<file path="src/hdl/ipc_pkg.sv">
// Shared types and constants of the interrupt priority controller.
// Used by ipc_state, ipc_prio and the top level; it depends on nothing else.
package ipc_pkg;

   typedef enum logic {
      ACT_RAISE = 1'b0,
      ACT_ACK   = 1'b1
   } action_type;

   // Vector addresses, written in octal as the machine documents them.
   localparam logic [5:0] VEC_NONE          = 6'o00;
   localparam logic [5:0] VEC_CC_BASE       = 6'o22;
   localparam logic [5:0] VEC_CC_LAST       = 6'o37;
   localparam logic [5:0] VEC_UNIT_FIRST    = 6'o27;
   localparam logic [5:0] VEC_UNIT_LAST     = 6'o32;
   localparam logic [5:0] VEC_P2_BASE       = 6'o40;
   localparam logic [5:0] VEC_P2_ERR_LAST   = 6'o42;
   localparam logic [5:0] VEC_P2_CODE_FIRST = 6'o44;
   localparam logic [5:0] VEC_P2_CODE_LAST  = 6'o55;
   localparam logic [5:0] VEC_P1_BASE       = 6'o60;
   localparam logic [5:0] VEC_P1_ERR_LAST   = 6'o62;
   localparam logic [5:0] VEC_P1_CODE_FIRST = 6'o64;
   localparam logic [5:0] VEC_P1_CODE_LAST  = 6'o75;

   localparam int CC_FLAGS = 14;

   // Order in which the central flags are scanned, highest priority first.
   localparam logic [3:0] CHAIN_ORDER [CC_FLAGS] =
      '{4'd0, 4'd1, 4'd2, 4'd5, 4'd6, 4'd7, 4'd8,
        4'd3, 4'd4, 4'd9, 4'd10, 4'd11, 4'd12, 4'd13};

   // Request beat payload; the last field sits in the lowest bits.
   typedef struct packed {
      logic [5:0]  pad;
      logic [3:0]  unit_mask_set;
      logic [3:0]  unit_busy_set;
      logic [63:0] pending_set;
      logic [5:0]  ack_vector;
      logic [3:0]  p2_code;
      logic [2:0]  p2_error_set;
      logic [3:0]  p1_code;
      logic [2:0]  p1_error_set;
      logic [13:0] cc_flag_set;
   } req_data_type;

   // Response beat payload; the last field sits in the lowest bits.
   typedef struct packed {
      logic [2:0]  pad;
      logic        illegal_vector;
      logic [3:0]  unit_mask;
      logic [3:0]  unit_busy;
      logic [63:0] pending_mask;
      logic [7:0]  p2_flags;
      logic [7:0]  p1_flags;
      logic [13:0] cc_flags;
      logic [5:0]  vector;
   } rsp_data_type;

   // Architectural interrupt state.
   typedef struct packed {
      logic [13:0] cc_flags;
      logic [7:0]  p1_flags;
      logic [7:0]  p2_flags;
      logic [63:0] pending;
      logic [3:0]  unit_busy;
      logic [3:0]  unit_mask;
   } irq_state_type;

endpackage

</file>
<file path="src/hdl/ipc_state.sv">
// Interrupt state registers and their update for one raise or acknowledge beat.
// Depends on ipc_pkg.
module ipc_state (
   input  logic                  clock,
   input  logic                  reset,
   input  logic                  update_en,
   input  ipc_pkg::action_type   action,
   input  ipc_pkg::req_data_type req_data,
   output ipc_pkg::irq_state_type state_next,
   output logic                  illegal
);

   ipc_pkg::irq_state_type state_ff;
   logic [5:0]             v;

   assign v = req_data.ack_vector;

   always_comb begin
      state_next = state_ff;
      illegal    = 1'b0;
      if (action == ipc_pkg::ACT_RAISE) begin
         state_next.cc_flags  = state_ff.cc_flags | req_data.cc_flag_set;
         state_next.p1_flags  = state_ff.p1_flags | {5'b0, req_data.p1_error_set};
         if (req_data.p1_code != 4'b0) begin
            state_next.p1_flags[7:4] = req_data.p1_code;
         end
         state_next.p2_flags  = state_ff.p2_flags | {5'b0, req_data.p2_error_set};
         if (req_data.p2_code != 4'b0) begin
            state_next.p2_flags[7:4] = req_data.p2_code;
         end
         state_next.pending   = state_ff.pending | req_data.pending_set;
         state_next.unit_busy = state_ff.unit_busy | req_data.unit_busy_set;
         state_next.unit_mask = state_ff.unit_mask | req_data.unit_mask_set;
      end else if (v != ipc_pkg::VEC_NONE) begin
         state_next.pending = state_ff.pending & ~(64'(1) << v);
         if (v inside {[ipc_pkg::VEC_CC_BASE:ipc_pkg::VEC_CC_LAST]}) begin
            state_next.cc_flags = state_ff.cc_flags & ~(14'(1) << (v - ipc_pkg::VEC_CC_BASE));
            // The I/O-finished vectors also release their unit.
            if (v inside {[ipc_pkg::VEC_UNIT_FIRST:ipc_pkg::VEC_UNIT_LAST]}) begin
               state_next.unit_busy =
                  state_ff.unit_busy & ~(4'(1) << (v - ipc_pkg::VEC_UNIT_FIRST));
               state_next.unit_mask =
                  state_ff.unit_mask & ~(4'(1) << (v - ipc_pkg::VEC_UNIT_FIRST));
            end
         end else if (v inside {[ipc_pkg::VEC_P2_BASE:ipc_pkg::VEC_P2_ERR_LAST]}) begin
            state_next.p2_flags = state_ff.p2_flags & ~(8'(1) << (v - ipc_pkg::VEC_P2_BASE));
         end else if (v inside {[ipc_pkg::VEC_P2_CODE_FIRST:ipc_pkg::VEC_P2_CODE_LAST]}) begin
            state_next.p2_flags[7:4] = 4'b0;
         end else if (v inside {[ipc_pkg::VEC_P1_BASE:ipc_pkg::VEC_P1_ERR_LAST]}) begin
            state_next.p1_flags = state_ff.p1_flags & ~(8'(1) << (v - ipc_pkg::VEC_P1_BASE));
         end else if (v inside {[ipc_pkg::VEC_P1_CODE_FIRST:ipc_pkg::VEC_P1_CODE_LAST]}) begin
            state_next.p1_flags[7:4] = 4'b0;
         end else begin
            illegal = 1'b1;
         end
      end
   end

   always_ff @(posedge clock) begin
      if (reset) begin
         state_ff <= '0;
      end else if (update_en) begin
         state_ff <= state_next;
      end
   end

endmodule

</file>
<file path="src/hdl/ipc_prio.sv">
// Fixed priority chain that picks the vector to serve from the interrupt state.
// Depends on ipc_pkg.
module ipc_prio (
   input  ipc_pkg::irq_state_type state,
   output logic [5:0]             vector
);

   logic       cc_hit;
   logic [3:0] cc_bit;

   // Scan from lowest to highest priority so the highest one wins.
   always_comb begin
      cc_hit = 1'b0;
      cc_bit = 4'd0;
      for (int k = ipc_pkg::CC_FLAGS - 1; k >= 0; k--) begin
         if (state.cc_flags[ipc_pkg::CHAIN_ORDER[k]]) begin
            cc_hit = 1'b1;
            cc_bit = ipc_pkg::CHAIN_ORDER[k];
         end
      end
   end

   always_comb begin
      if (state.p1_flags[0]) begin
         vector = ipc_pkg::VEC_P1_BASE;
      end else if (state.p1_flags[1]) begin
         vector = ipc_pkg::VEC_P1_BASE + 6'd1;
      end else if (cc_hit) begin
         vector = ipc_pkg::VEC_CC_BASE + {2'b00, cc_bit};
      end else if (state.p1_flags[2]) begin
         vector = ipc_pkg::VEC_P1_ERR_LAST;
      end else if (state.p1_flags[7:4] != 4'b0) begin
         vector = ipc_pkg::VEC_P1_BASE + {2'b00, state.p1_flags[7:4]};
      end else if (state.p2_flags[0]) begin
         vector = ipc_pkg::VEC_P2_BASE;
      end else if (state.p2_flags[1]) begin
         vector = ipc_pkg::VEC_P2_BASE + 6'd1;
      end else if (state.p2_flags[2]) begin
         vector = ipc_pkg::VEC_P2_ERR_LAST;
      end else if (state.p2_flags[7:4] != 4'b0) begin
         vector = ipc_pkg::VEC_P2_BASE + {2'b00, state.p2_flags[7:4]};
      end else begin
         vector = ipc_pkg::VEC_NONE;
      end
   end

endmodule

</file>
<file path="src/hdl/interrupt_priority_controller.sv">
// Interrupt priority controller: an input register, the state update with the
// priority chain, and an output register. An accepted request beat waits in the
// input register until the output register loads its response; one beat is taken
// every cycle while the response side keeps up, req_tready following rsp_tready.
// Synchronous active-high reset clears all interrupt state and both valid flags.
// Depends on ipc_pkg, ipc_state and ipc_prio.
module interrupt_priority_controller (
   input  logic         clock,
   input  logic         reset,
   input  logic         req_tvalid,
   output logic         req_tready,
   // [13:0] cc_flag_set, [16:14] p1_error_set, [20:17] p1_code,
   // [23:21] p2_error_set, [27:24] p2_code, [33:28] ack_vector,
   // [97:34] pending_set, [101:98] unit_busy_set, [105:102] unit_mask_set
   input  logic [111:0] req_tdata,
   // [0] action
   input  logic         req_tuser,
   output logic         rsp_tvalid,
   input  logic         rsp_tready,
   // [5:0] vector, [19:6] cc_flags, [27:20] p1_flags, [35:28] p2_flags,
   // [99:36] pending_mask, [103:100] unit_busy, [107:104] unit_mask,
   // [108] illegal_vector
   output logic [111:0] rsp_tdata
);

   logic                   in_valid_ff;
   logic                   in_valid_in;
   ipc_pkg::req_data_type  in_data_ff;
   ipc_pkg::action_type    in_action_ff;
   logic                   out_valid_ff;
   logic                   out_valid_in;
   ipc_pkg::rsp_data_type  out_data_ff;
   ipc_pkg::rsp_data_type  out_data_in;
   logic                   load;
   ipc_pkg::irq_state_type state_next;
   logic                   illegal;
   logic [5:0]             vector;

   // The held beat moves to the output register when that register is free
   // or is being emptied in this cycle.
   assign load       = in_valid_ff && (!out_valid_ff || rsp_tready);
   assign req_tready = !in_valid_ff || load;

   assign in_valid_in  = (req_tvalid && req_tready) || (in_valid_ff && !load);
   assign out_valid_in = load || (out_valid_ff && !rsp_tready);

   ipc_state u_state (
      .clock      (clock),
      .reset      (reset),
      .update_en  (load),
      .action     (in_action_ff),
      .req_data   (in_data_ff),
      .state_next (state_next),
      .illegal    (illegal)
   );

   ipc_prio u_prio (
      .state  (state_next),
      .vector (vector)
   );

   always_comb begin
      out_data_in                = '0;
      out_data_in.vector         = vector;
      out_data_in.cc_flags       = state_next.cc_flags;
      out_data_in.p1_flags       = state_next.p1_flags;
      out_data_in.p2_flags       = state_next.p2_flags;
      out_data_in.pending_mask   = state_next.pending;
      out_data_in.unit_busy      = state_next.unit_busy;
      out_data_in.unit_mask      = state_next.unit_mask;
      out_data_in.illegal_vector = illegal;
   end

   always_ff @(posedge clock) begin
      if (reset) begin
         in_valid_ff  <= 1'b0;
         out_valid_ff <= 1'b0;
      end else begin
         in_valid_ff  <= in_valid_in;
         out_valid_ff <= out_valid_in;
      end
   end

   always_ff @(posedge clock) begin
      if (req_tvalid && req_tready) begin
         in_data_ff   <= ipc_pkg::req_data_type'(req_tdata);
         in_action_ff <= ipc_pkg::action_type'(req_tuser);
      end
      if (load) begin
         out_data_ff <= out_data_in;
      end
   end

   assign rsp_tvalid = out_valid_ff;
   assign rsp_tdata  = out_data_ff;

endmodule

</file>
<file path="config.mk">
export PLATFORM = sky130hd
export DESIGN_NAME = interrupt_priority_controller
export DESIGN_NICKNAME = d
export VERILOG_FILES = /design/src/hdl/ipc_pkg.sv /design/src/hdl/ipc_state.sv /design/src/hdl/ipc_prio.sv /design/src/hdl/interrupt_priority_controller.sv
export SDC_FILE = /design/constraint.sdc
export NUM_CORES = 1
export LEC_CHECK = 0
export ABC_AREA = 1
export ABC_CLOCK_PERIOD_IN_PS = 5900
export BUFFER_PORTS_ARGS = -buffer_cell sky130_fd_sc_hd__buf_2
export CORE_UTILIZATION = 55
export CTS_BUF_LIST = sky130_fd_sc_hd__clkbuf_16
export DETAILED_ROUTE_END_ITERATION = 8
export PLACE_DENSITY = 0.79
export SKIP_LAST_GASP = 1
export SLEW_MARGIN = 25
export SYNTH_ARGS = -nofsm -noshare
export SYNTH_HDL_FRONTEND = slang
export SYNTH_SLANG_ARGS = --single-unit
</file>
<file path="constraint.sdc">
create_clock -name clock -period 5.9 [get_ports clock]
set_input_delay 1.18 -clock clock [delete_from_list [all_inputs] [get_ports clock]]
set_output_delay 1.18 -clock clock [all_outputs]
set_load 0.01 [all_outputs]
</file>
# Yosys cells after proc, flatten, opt, wreduce, memory -nomap -nowiden
# Cells that the tools add are included.
[op_classes]
n_bitwise = 19
shift = 5
add_sub_neg = 7
n_mux = 53
order_cmp = 12
reduce_logical = 25
[ops]
columns = ["cell", "count"]
rows = [
  ["$mux W102", 2],
  ["$mux W4", 22],
  ["$and A64 B64 Y64", 1],
  ["$not A64 Y64", 1],
  ["$or A64 B64 Y64", 1],
  ["$shl A1 B6 Y64 const A", 1],
  ["$mux W6", 7],
  ["$mux W8", 4],
  ["$ge A6 B6 Y1 const B", 4],
  ["$le A6 B6 Y1 const B", 4],
  ["$and A8 B8 Y8", 2],
  ["$mux W1", 16],
  ["$mux W16", 1],
  ["$not A8 Y8", 2],
  ["$or A8 B3 Y8", 2],
  ["$reduce_bool A4 Y1", 4],
  ["$shl A1 B6 Y8 const A", 2],
  ["$and A14 B14 Y14", 1],
  ["$mux W14", 1],
  ["$not A14 Y14", 1],
  ["$or A14 B14 Y14", 1],
  ["$shl A1 B6 Y14 const A", 1],
  ["$ge A6 B5 Y1 const B", 2],
  ["$le A6 B5 Y1 const B", 2],
  ["other kinds (16)", 36],
]
[word_totals]
output_inout_bits = 114
reg_bits = 320

# Longest topological paths before layout
[depth]
word_depth = 27
ltp_mapped = 25

# By module
# From an unflattened synthesis, not the netlist that was laid out.
[unflattened]
hier_cells = 1238
hier_area_um2 = 13251.5
[modules_own_cells]
columns = ["mod", "area_per_inst_um2", "instances", "cells_each"]
rows = [
  ["interrupt_priority_controller", 6784.0, 1, 238],
  ["ipc_state", 6017.0, 1, 916],
  ["ipc_prio", 450.4, 1, 84],
]

# Worst setup path before layout
# No wires, ideal clock.
[synth_timing]
path_type = "input -> register"
start = "in rsp_tready"
end = "reg out_data_ff (netlist bit rsp_tdata[0]), enable pin"
cell_stages = 6
setup_slack_ps = 426
t_arrival_ps = 4958
setup_ps = 515
path_cell_list = "inv_1 -> nand2_1 -> nand2_1 -> inv_1 -> clkbuf_1 -> buf_1"
[synth_via]
elab_chain_len = 2
[synth_rtl]
columns = ["item", "line", "text"]
rows = [
  ["from (decl)", "interrupt_priority_controller.sv:19", "input logic rsp_tready,"],
  ["$logic_or A1 B1 Y1", "interrupt_priority_controller.sv:41", "assign load = in_valid_ff && (!out_valid_ff || rsp_tready);"],
  ["$logic_and A1 B1 Y1", "interrupt_priority_controller.sv:41", ""],
  ["net load", "interrupt_priority_controller.sv:34", "logic load;"],
  ["to (signal assigned)", "interrupt_priority_controller.sv:90", "out_data_ff <= out_data_in;"],
  ["to (decl)", "interrupt_priority_controller.sv:32", "ipc_pkg::rsp_data_type out_data_ff;"],
]
# The timed path passes the listed nets, and every way through them passes these cells.
# A chain may end at the register's enable or synchronous reset.

# Worst setup path after layout
[layout_timing]
start = "reg in_data_ff[30] (netlist name)"
end = "reg out_data_ff (netlist bit rsp_tdata[3]), data pin"
[layout_via]
elab_chain_len = 23
[layout_rtl]
columns = ["item", "line", "text"]
rows = [
  ["from (decl)", "interrupt_priority_controller.sv:28", "ipc_pkg::req_data_type in_data_ff;"],
  ["from (signal assigned)", "interrupt_priority_controller.sv:86", "in_data_ff <= ipc_pkg::req_data_type'(req_tdata);"],
  ["$sub A6 B5 Y6", "ipc_state.sv:37", "state_next.cc_flags = state_ff.cc_flags & ~(14'(1) << (v - ipc_pkg::VEC_CC_BASE));"],
  ["$shl A1 B6 Y14", "ipc_state.sv:37", ""],
  ["$not A14 Y14", "ipc_state.sv:37", ""],
  ["$and A14 B14 Y14", "ipc_state.sv:37", ""],
  ["$mux W14", "ipc_state.sv:36", "if (v inside {[ipc_pkg::VEC_CC_BASE:ipc_pkg::VEC_CC_LAST]}) begin"],
  ["$mux W102 *", "ipc_state.sv:34", "end else if (v != ipc_pkg::VEC_NONE) begin"],
  ["$mux W102 *", "ipc_state.sv:21", "if (action == ipc_pkg::ACT_RAISE) begin"],
  ["$mux W4 (14 in series)", "ipc_prio.sv:16", "if (state.cc_flags[ipc_pkg::CHAIN_ORDER[k]]) begin"],
  ["$add A5 B4 Y6", "ipc_prio.sv:29", "vector = ipc_pkg::VEC_CC_BASE + {2'b00, cc_bit};"],
  ["$mux W6", "ipc_prio.sv:28", "end else if (cc_hit) begin"],
]
# Every way passes the cells marked *; elsewhere a longest branch is shown, timed or not.

==> summary.md <==
| Metric | Value |
|---|---|
| Status | `finished, final reports clean` |
| Final ANT Viol Nets | `0` |
| Synth Cell Area | `12,800 um^2` |
| Synth-to-layout area growth | `18.7%` |
| First drt pass iteration count | `6` |
| Actual slew at the worst max-slew pin | `917 ps` |
| PostCTS Resize Cnt | `0` |
| Critical path peak fanout | `15` |
| Core area | `22,700 um^2` |
| Avg WL per Cell | `17.8 um` |
| Reg area | `8570 um^2` |
| Clock root buffer | `clkbuf_16` |
| Synth top area cells | `edfxtp_1, dfxtp_1, a21oi_1` |
| Final Wtd Congestion | `0.887` |
| # port buffers | `221` |
| Vias in the first global route | `8,894` |
| Full die area | `23,900 um^2` |
| Post CTS Setup Buffer Count | `0` |
| GRT Residual Overflow | `0` |
| Post-DP HPWL | `19,900 um` |
| Ports placed on the boundary | `231` |
| Pwr per Cell Area | `341 nW/um^2` |
| Unrepaired setup endpoints after global routing | `no` |
| Delay-heaviest family, CP | `simple AND/OR/NAND/NOR gates` |
| Clock sinks | `320` |
| Critical path type | `register to register` |
| Detailed Route WL | `30,800 um` |
| Post-synthesis sequential area ratio | `66.9%` |
| Area of the multi-input gates | `3440 um^2` |
| Starting Density | `56.4%` |
| Cell taking the most area after synthesis | `edfxtp_1` |
| Clock Path Buffers | `3` |
| Most common cell after layout, fill and taps aside | `buf_2` |
| Synth top area share | `50.6%` |
| Req. time, crit path | `6190 ps` |
| CP Launch Type | `register` |
| Worst-path cell chain | `inv_1 > ha_1 > nand2_2 > nand2_1 > nand2_2 > nand4_1 > nor2_1 > nand2_1 > o21bai_1 > nand2_1 > nand3_1 > a21oi_1 > o21ai_0 > nand2_1 > nand2_1 > inv_1 > ha_1 > ha_1 > nand2_1 > a31oi_1` |
| Worst path slowest cell | `edfxtp_1` |
| Synth Area per Inst | `10.6 um^2` |
| Final setup skew | `16.7 ps` |
| Number of synthesis warnings | `0` |
| Endpoints failing hold | `0` |
| First-pass GRT wire length | `46,600 um` |
| Reg clk slew, reported paths | `60 ps` |
| Maximum clock frequency | `272 MHz` |
| Post-synth top flop | `edfxtp_1` |
| Setup tns final | `0 ps` |
| Final setup vio count | `0` |
| Class of the worst hold path | `register to register` |
| DRC Markers | `0` |
| Filler cells | `1,731` |
| First DRT Iteration DRCs | `812` |
| Fraction of registers with async set/reset | `0%` |
| Syn Inst Count | `1,209` |
| Vias per cell | `5.53` |
| Die Width | `155 um` |
| Hold WS | `439 ps` |
| Initial antenna violation count | `5` |
| Die Y | `155 um` |
| Worst IR Drop VDD | `270 uV` |
| CP Buf/Inv Count | `2` |
| Largest stage delay, worst path | `680 ps` |
| Largest net degree at the start of global routing | `199` |
| Max-slew violation count | `0` |
| Max-Cap Viols | `0` |
| CTS tree | `done` |
| Layout Nets | `1,543` |
| CTS buffer count | `31` |
| Share of layout cells above drive strength 1 | `22.0%` |
| Fin crit share | `62.4%` |
| Most frequent cells in the layout | `buf_2, edfxtp_1, a21oi_1, nor2_1, inv_1` |
| Worst EP arrival | `3970 ps` |
| Seq cells post-synth | `320` |
| Cell Rows | `55` |
| Min cycle time layout | `3680 ps` |
| Crit path capture type | `register` |
| Clk_lat worst skew | `560 ps` |
| Post-synth EDFFs | `216` |
| CTS Hold Bufs | `0` |
| Max H-tree Level | `1` |
| Via count | `9,561` |
| Unique masters post-synth | `41` |
| Total Routing Usage GR | `25.1%` |
| Max_slew headroom | `38.9%` |
| Leakage | `0.00656 uW` |
| CP most frequent cell | `nand2_1` |
-- state kept, by name (all words and copies together), names as in the netlist --
| name | cells |
|---|---|
| in_data_ff | 106 |
| in_action_ff | 1 |
| in_valid_ff | 1 |
| u_state.state_ff | 102 |
| rsp_tdata | 109 |
| rsp_tvalid | 1 |
-- metrics by stage --
stage / util (%) / cells / setup slack [ps] / cell area, um^2 / power (uW)
after floorplan: - / 1211 / 426 / 12800 / 2970
after global placement: 62.1 / 1666 / 2220 / 14100 / 3120
after detailed placement: 62.1 / 1666 / 2170 / 14100 / 3140
after CTS: 66.9 / 1724 / 2310 / 15200 / 5210
after global routing: 66.9 / 1726 / 1970 / 15200 / 5360
final: 66.9 / 1729 / 2220 / 15200 / 5190
-- where the power goes --
part	leakage (uW)	switching (uW)	internal (uW)
combinational	0.00307	324	163
clock	0.000556	823	1260
sequential	0.00294	59.7	2560
-- worst paths after layout --
kind / from / to / slack [ps] / depth (start not counted)
worst max register to register: in_data_ff[30] / rsp_tdata[3] / 2220 / 20
worst min register to register: u_state.state_ff[83] / u_state.state_ff[83] / 440 / 2
worst min-delay path: u_state.state_ff[83] / u_state.state_ff[83] / 440 / 2
worst max-delay path: in_data_ff[30] / rsp_tdata[3] / 2220 / 20
-- kinds of logic after synthesis --
kind of cell | count (synthesis) | share of synthesized area [%]
AOI/OAI and AO/OA | 358 | 15.0
DFF | 320 | 66.9
and+or+nand+nor | 305 | 10.4
buffers and inverters | 211 | 6.38
adders and majority gates | 12 | 1.17
xor gates and xnor gates | 2 | 0.137
other | 1 | 0.0293
-- routing by layer --
metal | track usage [%] | wire length (um) | vias up
met5 | 0 | 8 | -
met4 | 6.93 | 690 | 2
met3 | 5.88 | 2900 | 64
met2 | 38.9 | 13800 | 443
met1 | 35.7 | 13300 | 4477
li1 | - | - | 4575
-- synth_stat cells, drive strengths merged (3+ instances only) --
| cell | n |
|---|---|
| a31oi | 13 |
| nand2 | 90 |
| nand4 | 15 |
| o21ai | 142 |
| nor2 | 155 |
| buf | 17 |
| o22ai | 3 |
| nor3 | 10 |
| a21oi | 161 |
| edfxtp | 216 |
| inv | 154 |
| clkbuf | 40 |
| nand3 | 29 |
| a21o | 33 |
| dfxtp | 104 |
| ha | 12 |
-- area by class of cell --
class | count | area share (%)
timing repair buffer | 227 | 7.57
multi-input combinational | 680 | 22.6
sequential | 320 | 56.4
inverter | 154 | 3.91
antenna | 5 | 0.0823
clock inverter | 27 | 2.02
tap | 285 | 2.35
clock buffer | 31 | 5.10
-- worst register-to-register path, delay by kind of cell (launching register included) --
family                     cells  cell delay, ps
DFF                            1             680
and+or+nand+nor               11            1040
buffers and inverters          2             280
AOI/OAI and AO/OA              4             700
adders and majority gates      3             720
Note: power is estimated with default switching activity, not from simulation.
